`config.mk`:
```
export PLATFORM = sky130hd
export DESIGN_NAME = ucm_cell
export DESIGN_NICKNAME = d
export VERILOG_FILES = /design/src/rtl/ucm_pkg.sv /design/src/rtl/ucm_cell.sv
export SDC_FILE = /design/constraint.sdc
export NUM_CORES = 1
export LEC_CHECK = 0
export BUFFER_PORTS_ARGS = -buffer_cell sky130_fd_sc_hd__buf_4
export CAP_MARGIN = 20
export CORE_ASPECT_RATIO = 0.6
export CORE_MARGIN = 2
export CORE_UTILIZATION = 50
export DETAILED_ROUTE_END_ITERATION = 8
export PLACE_DENSITY = 0.88
export REMOVE_ABC_BUFFERS = 1
export SYNTH_ARGS = -nofsm -noshare
export SYNTH_HDL_FRONTEND = slang
export SYNTH_SLANG_ARGS = --single-unit
```
`constraint.sdc`:
```
create_clock -name i_clk -period 6.3 [get_ports i_clk]
set_input_delay 0.315 -clock i_clk [delete_from_list [all_inputs] [get_ports i_clk]]
set_output_delay 0.315 -clock i_clk [all_outputs]
set_load 0.01 [all_outputs]
```
`src/rtl/ucm_pkg.sv`:
```
// Package for the UTF-8 decoder with code-point set match.
// Holds the item types, the token passed along the comparator chain and the
// byte classification constants. No dependencies.
package ucm_pkg;

    localparam logic [7:0] MaskTop1   = 8'h80;
    localparam logic [7:0] MaskTop2   = 8'hC0;
    localparam logic [7:0] MaskTop3   = 8'hE0;
    localparam logic [7:0] MaskTop4   = 8'hF0;
    localparam logic [7:0] MaskTop5   = 8'hF8;
    localparam logic [7:0] MaskTop6   = 8'hFC;
    localparam logic [7:0] MaskTop7   = 8'hFE;
    localparam logic [7:0] LeadTwo    = 8'hC0;
    localparam logic [7:0] LeadThree  = 8'hE0;
    localparam logic [7:0] LeadFour   = 8'hF0;
    localparam logic [7:0] LeadFive   = 8'hF8;
    localparam logic [7:0] LeadSix    = 8'hFC;
    localparam logic [7:0] ContTag    = 8'h80;
    localparam logic [7:0] NewlineByte = 8'h0A;
    localparam logic [31:0] LineMax   = 32'hFFFF_FFFF;

    localparam logic ReqText = 1'b0;
    localparam logic ReqLoad = 1'b1;

    typedef struct packed {
        logic        req_type;
        logic [7:0]  text_byte;
        logic [5:0]  entry_index;
        logic [30:0] entry_point;
    } t_in_item;

    typedef struct packed {
        logic [31:0] line_number;
        logic [30:0] code_point;
        logic        is_match;
        logic        bad_byte;
        logic        any_detected;
    } t_out_item;

    // One slot of the comparator chain. A load token carries the slot index and
    // value in idx and point; a result token carries the decoded point.
    typedef struct packed {
        logic        valid;
        logic        is_load;
        logic        bad;
        logic        hit;
        logic [5:0]  idx;
        logic [30:0] point;
        logic [31:0] line;
    } t_token;

endpackage

```
`src/rtl/ucm_cell.sv`:
```
// One comparator cell: holds one set entry, takes loads addressed to it and
// marks a passing code point that equals its entry. Depends on ucm_pkg.
module ucm_cell #(
    parameter int CellIdx = 0
) (
    input  logic            i_clk,
    input  logic            i_rst_n,
    input  logic            i_en,
    input  logic [6:0]      i_set_size,
    input  ucm_pkg::t_token i_tok,
    output ucm_pkg::t_token o_tok
);

    logic [30:0]     r_entry;
    ucm_pkg::t_token r_tok, n_tok;
    logic            w_active;
    logic            w_write;

    assign w_active = CellIdx < int'(i_set_size);
    assign w_write  = i_en && i_tok.valid && i_tok.is_load && int'(i_tok.idx) == CellIdx;

    always_comb begin
        n_tok = i_tok;
        if (i_tok.valid && !i_tok.is_load && !i_tok.bad && w_active
                && r_entry == i_tok.point) begin
            n_tok.hit = 1'b1;
        end
    end

    always_ff @(posedge i_clk) begin
        if (w_write) begin
            r_entry <= i_tok.point;
        end
    end

    always_ff @(posedge i_clk) begin
        if (!i_rst_n) begin
            r_tok.valid <= 1'b0;
        end else if (i_en) begin
            r_tok <= n_tok;
        end
    end

    assign o_tok = r_tok;

endmodule

```
# After elaboration in Yosys (flattened, before gate mapping)
# Index checks and enable logic that the tools add are counted.
classes:
  magnitude_cmp: 1
  n_reduce_logical: 11
  n_eq_ne: 1
op_table:
  columns: ["cell", "count"]
  rows:
  - ["31-bit equality test", 1]
  - ["1-bit logical AND", 7]
  - ["1-bit by 7-bit less-than comparator with 1-bit output (first input constant)", 1]
  - ["6-bit logical NOT", 1]
  - ["1-bit logical NOT", 2]
  - ["2-bit AND reduction", 1]
word_totals:
  wordCells: 21
  ff_bits: 104

# Longest topological paths before layout
# Gate-level depths: netlist (run 1).
depth:
  word_depth: 5
  depth_mapped: 4

# Worst setup path after synthesis (run 1)
# OpenSTA, ideal clock, no wires.
synth_path:
  kind: "in2reg"
  startpoint: "input i_tok[65] in the netlist's numbering"
  endpoint: "register r_entry[0] (enable)"
  t_arrival_ps: 3669
  slack_ps: 2131
  setup_ps: 500
  cell_stages: 3
  cell_sequence: "nor4b_1 > nand3_1 > nor4_1"
synth_between:
  elab_chain_len: 2
synth_rtl:
  columns: ["item", "line", "rtl"]
  rows:
  - ["from (decl)", "ucm_cell.sv:10", "input ucm_pkg::t_token i_tok,"]
  - ["6-bit logical NOT", "ucm_cell.sv:20", "assign w_write = i_en && i_tok.valid && i_tok.is_load && int'(i_tok.idx) == CellIdx;"]
  - ["1-bit logical AND", "ucm_cell.sv:20", null]
  - ["named net w_write", "ucm_cell.sv:17", "logic w_write;"]
  - ["to (signal assigned)", "ucm_cell.sv:32", "r_entry <= i_tok.point;"]
  - ["to (decl)", "ucm_cell.sv:14", "logic [30:0] r_entry;"]
# The timed path passes the listed nets, and every way through them passes these cells.
# A chain may end at the register's enable or synchronous reset.

# Worst setup path in the final report (run 1)
layout_path:
  startpoint: "input i_tok[65] in the netlist's numbering"
  endpoint: "register r_entry[3] (enable)"
# Same word-level chain as after synthesis.

==> results.cfg, run 1 <==
[global_route]
grt_pass1_vias = 2084
grt_max_degree = 73
top_usage_layer = met2
gr-total-overflow = 0
use_met1_pct = 23.7
grt_use_total_pct = 20.1
met2_usage_pct = 32.6
antenna_found_initial = 0
grtUsageMet3_pct = 10.6
grt_first_pass_wirelength_mm = 11.5

[sta]
finalClockSkew_ps = 5.66
clock.fmax_ghz = 0.708
finalCritPeriodShare_pct = 22.4
rsz0062_at_grt = no
worst_pin_slew_ps = 928
finalMaxSlewViolations = 0
finalHoldViolCount = 0
setup_viol = 0
setup_ws_ps = 4890
timing.hold.ws_ps = 147
tns_ps = 0
min_period_ps = 1410
max_slew_margin_pct = 38.1

[cts]
post-cts-setup-buffers = 0
clock_path_buffers = 2
cts_sinks = 104
holdBufCountCts = 0
cts_inserted_buffers = 9
cts_tree = done
cts_resized = 0
cts_max_level = 3
clk_latency_ps = 340
root_buffer = clkbuf_16
clkSlewWorstSetupHoldPaths_ps = 70

[worst_setup_path]
path_delay_family = simple AND/OR/NAND/NOR gates
path_buf_inv = 2
worstPathCellList = buf_4, nor4b_1, nand3_1, nor4_2, buf_4
slowest_delay_ps = 400
reg2reg_slack_ps = 4940
cp_common_cell = buf_4
crit_slowest_cell = buf_4
cp-start-kind = input port
worst_ep_arrival_time_ps = 1410
path_class = input port to register
required_ps = 6300
r2r_start = r_entry[6]
cp-end-kind = register
r2r-end = o_tok[69]
r2r_cells = 4
critPathMaxFanout = 31

[power_and_ir_drop]
vdd_drop_max_mv = 0.322
finalPower_mw = 1.57
power.leakage_nw = 1.97
p_per_area_nw_per_um2 = 304

[worst_hold_path]
min_from = i_tok[15]
min_path_type = input port to register
hold_depth = 1
hold_end = o_tok[15]

[floorplan]
rows = 23
initial_core_util_pct = 52.1
die_h_um = 69.0
ioPinCount = 156
die_w_um = 112
dieArea_sq_um = 7760
coreArea_sq_um = 6760

[synthesis]
syn-cell-area_sq_um = 3530
ys_warn_count = 0
synth_cells = 156
avgSynthCellArea_sq_um = 22.6
ys_types = 16
ys_seq_area_share_pct = 88.3
ys_seq_elements = 104

[flow_run]
cap_violations = 0

[cells_and_area]
drive_above_1_share_pct = 53.4
nets = 406
final_common_cell = buf_4
fin_area_sq_um = 5160
syn2layout_area_growth_pct = 46.3
mostFrequentLayoutCells = buf_4 (156), edfxtp_1 (103), xnor2_1 (29)
post-route-util_pct = 76.3
instances_no_fill = 415
n_antenna_cell = 0

[route]
dr.pass1.iters = 4
ant_nets = 0
wl_per_cell_um = 18.0
viasPerCell = 4.90
wl_mm = 7.47
drtIter0Drc = 115
dr_total_vias = 2035
drc = 0

[run_status]
outcome = finished, final reports clean

[placed_design]
dpl_worst_slack_ps = 4550
place_congestion = 0.715
placed_area_sq_um = 4810
numPlacedInstances = 399
port_buffers = 155
==> Yosys cell counts <==
cell | n | area share (%)
edfxtp_1 | 103 | 88
xnor2_1 | 29 | 7.2
nand4_1 | 7 | 1.2
nor4_1 | 3 | 0.53
nand3_1 | 2 | 0.28
xor2_1 | 2 | 0.50
a31o_1 | 1 | 0.25
and2_1 | 1 | 0.18
dfxtp_1 | 1 | 0.57
mux2i_1 | 1 | 0.28
nor2_1 | 1 | 0.11
nor2b_1 | 1 | 0.18
nor3_1 | 1 | 0.14
nor4_2 | 1 | 0.35
nor4b_1 | 1 | 0.25
or4_1 | 1 | 0.21
==> per-layer routing <==
layer | share of wire, % | wire (um)
met5 | 0 | 0
met4 | 0.86 | 64
met3 | 9.9 | 737
met2 | 50 | 3750
met1 | 39 | 2910
==> cell families (layout without fill, tap and decap cells) <==
logic type,Yosys count,after routing,synth area share [%]
multiplexers,1,1,0.284
AO/OA/AOI/OAI,1,1,0.248
AND/OR/NAND/NOR,19,19,3.48
buffers and inverters,0,172,0
XOR/XNOR,31,31,7.70
flip-flops,104,104,88.3
==> state kept, by name, summed over array words and instances, names as in the netlist <==
name     cells
r_entry     31
o_tok       73
==> power by group <==
| group | switching (mW) | internal [mW] | total, mW | leakage [nW] |
|---|---|---|---|---|
| Combinational | 0.0582 | 0.0765 | 0.135 | 0.844 |
| Sequential | 0.00966 | 0.797 | 0.807 | 0.963 |
| Clock | 0.236 | 0.389 | 0.624 | 0.162 |
==> cell type report <==
cell class / count / area [sq um]
flip-flops and latches: 104 / 3110
fillers: 374 / 1600
repair buffers: 156 / 1170
multi-input cells: 52 / 422
clock buffers: 9 / 225
clock inverters: 7 / 119
well taps: 87 / 109
==> worst max-delay path by stage <==
stage / start / to / slack, ps / cells past startpoint
6_report: i_tok[65] / r_entry[3] / 4890 / 5
5_1_grt: i_tok[65] / r_entry[24] / 4760 / 5
4_1_cts: i_tok[65] / r_entry[12] / 4890 / 5
3_5_place_dp: i_tok[65] / r_entry[12] / 4550 / 5
3_3_place_gp: i_tok[65] / r_entry[12] / 4550 / 5
2_1_floorplan: i_tok[65] / r_entry[0] / 2130 / 3
No activity file was read; power rests on OpenSTA's default activity.
==> inputs of run 2 (changes only) <==
Settings changed: CORE_UTILIZATION 50 to 42, PLACE_DENSITY 0.88 to 0.79.
Clock period 6.3 ns to 1.25 ns, I/O delays scaled along.
==> run 2 against run 1 <==
- the run now ends with negative setup slack left
- critical path depth up 1
- setup slack worse by 4900 ps
- die area up 18%
- hold slack lost 130 ps
- critical path type unchanged
==> results.cfg, run 2 (synthesis gave the netlist of run 1 again) <==
[run_status]
outcome = finished, violations left
failed_checks = negative setup slack

[cts]
cts_max_level = 3
clkSlewWorstSetupHoldPaths_ps = 70
clock_path_buffers = 2
cts_inserted_buffers = 9
cts_tree = done
clk_latency_ps = 340
cts_sinks = 104
root_buffer = clkbuf_16

[global_route]
grt_max_degree = 32
grt_first_pass_wirelength_mm = 13.4
antenna_found_initial = 0
gr-total-overflow = 0
grt_pass1_vias = 2468
grt_use_total_pct = 20.7

[floorplan]
ioPinCount = 156
die_w_um = 122
initial_core_util_pct = 44.0
die_h_um = 75.0
coreArea_sq_um = 8010
dieArea_sq_um = 9170
rows = 25

[sta]
setup_ws_ps = -37.0
clock.fmax_ghz = 0.777
min_period_ps = 1290
timing.hold.ws_ps = 19.6
max_slew_margin_pct = 81.5
finalMaxSlewViolations = 0
setup_viol = 1
worst_pin_slew_ps = 276
rsz0062_at_grt = yes
finalCritPeriodShare_pct = 103
finalClockSkew_ps = 9.34
finalHoldViolCount = 0

[route]
dr.pass1.iters = 4
wl_mm = 9.77
viasPerCell = 4.71
dr_total_vias = 2430
drtIter0Drc = 187
ant_nets = 0
drc = 0
wl_per_cell_um = 18.9

[worst_setup_path]
reg2reg_slack_ps = -20
r2r_start = r_entry[7]
critPathMaxFanout = 3
required_ps = 1470
endpoint = o_tok[69]
r2r-end = o_tok[69]
worst_ep_arrival_time_ps = 1510
crit_path_start = i_tok[42]
cp-start-kind = input port
path_class = input port to register
r2r_cells = 4
cp-end-kind = register

[cells_and_area]
post-route-util_pct = 75.7
nets = 486
mostFrequentLayoutCells = buf_4 (158), edfxtp_1 (103), dlygate4sd3_1 (71)
syn2layout_area_growth_pct = 71.8
final_common_cell = buf_4
n_antenna_cell = 0
instances_no_fill = 516
drive_above_1_share_pct = 45.6
largest_reg_flops = 73

[power_and_ir_drop]
p_per_area_nw_per_um2 = 1280
finalPower_mw = 7.73
vdd_drop_max_mv = 0.847
power.leakage_nw = 2.34

[placed_design]
numPlacedInstances = 425
port_buffers = 155
dp_hpwl_mm = 5.74
place_congestion = 0.712

[flow_run]
cap_violations = 0

[worst_hold_path]
min_path_type = input port to register
==> run 2: cell count changes in the layout (fill, tap and decap cells not counted), moves of 2 or more <==
cell	change
buf_12	+4
buf_4	+2
bufinv_16	-2
nor4_1	-2
dlygate4sd3_1	+71
clkbuf_16	+2
xnor2_1	-3
clkbuf_1	+2
xnor2_2	+3
==> run 2: layout make-up <==
cell class | instances | area (sq um)
Multi-Input combinational cell | 52 | 480
Timing Repair Buffer | 236 | 2040
Clock buffer | 11 | 233
Fill cell | 466 | 1950
Tap cell | 108 | 135
Sequential cell | 104 | 3110
Clock inverter | 5 | 57.6
==> run 2: per-layer routing <==
layer  routed length (um)  GRT usage [%]
met1                 3800           24.1
met2                 4950           36.0
met3                  937           8.71
met4                   76           5.62
met5                    0              0
==> run 2: power breakdown <==
group / switching [mW] / internal [mW]
Combinational: 0.372 / 0.561
Sequential: 0.0553 / 4.02
Clock: 1.17 / 1.55
==> run 2: metrics by stage <==
stage | setup slack (ps) | instance area, sq um | setup TNS (ps)
floorplan | -2670 | 3530 | -149990
global placement | -447 | 4930 | -13990
detailed placement | -442 | 4930 | -13850
CTS | -4.54 | 5960 | -27.6
global route | -124 | 6060 | -130
finish | -37.0 | 6060 | -37.0
==> run 2: how the worst min path moves through the flow <==
stage | start | endpoint | slack [ps] | depth (start not counted)
5_1_grt | i_tok[72] | o_tok[72] | 20 | 3
4_1_cts | i_tok[48] | o_tok[48] | -80 | 1
6_report | i_tok[72] | o_tok[72] | 20 | 3
3_3_place_gp | i_tok[4] | o_tok[4] | 240 | 1
3_5_place_dp | i_tok[15] | o_tok[15] | 240 | 1
2_1_floorplan | i_tok[0] | o_tok[0] | 160 | 0
==> run 2: repair_timing <==
| item | in CTS | in global routing |
|---|---|---|
| setup endpoints to repair | 32 | 32 |
| hold buffers | 71 | 1 |
| hold endpoints to repair | 103 | 2 |
| cloned | 0 | 2 |
| buffers inserted | 0 | 2 |
| resized for setup | 5 | 4 |
| pin swaps | 2 | 3 |
==> run 2: critical path, cell delays in order <==
cell,delay (ps)
dlygate4sd3_1,570
buf_4,160
xnor2_1,140
nand4_1,130
nor4_2,270
a31o_1,170
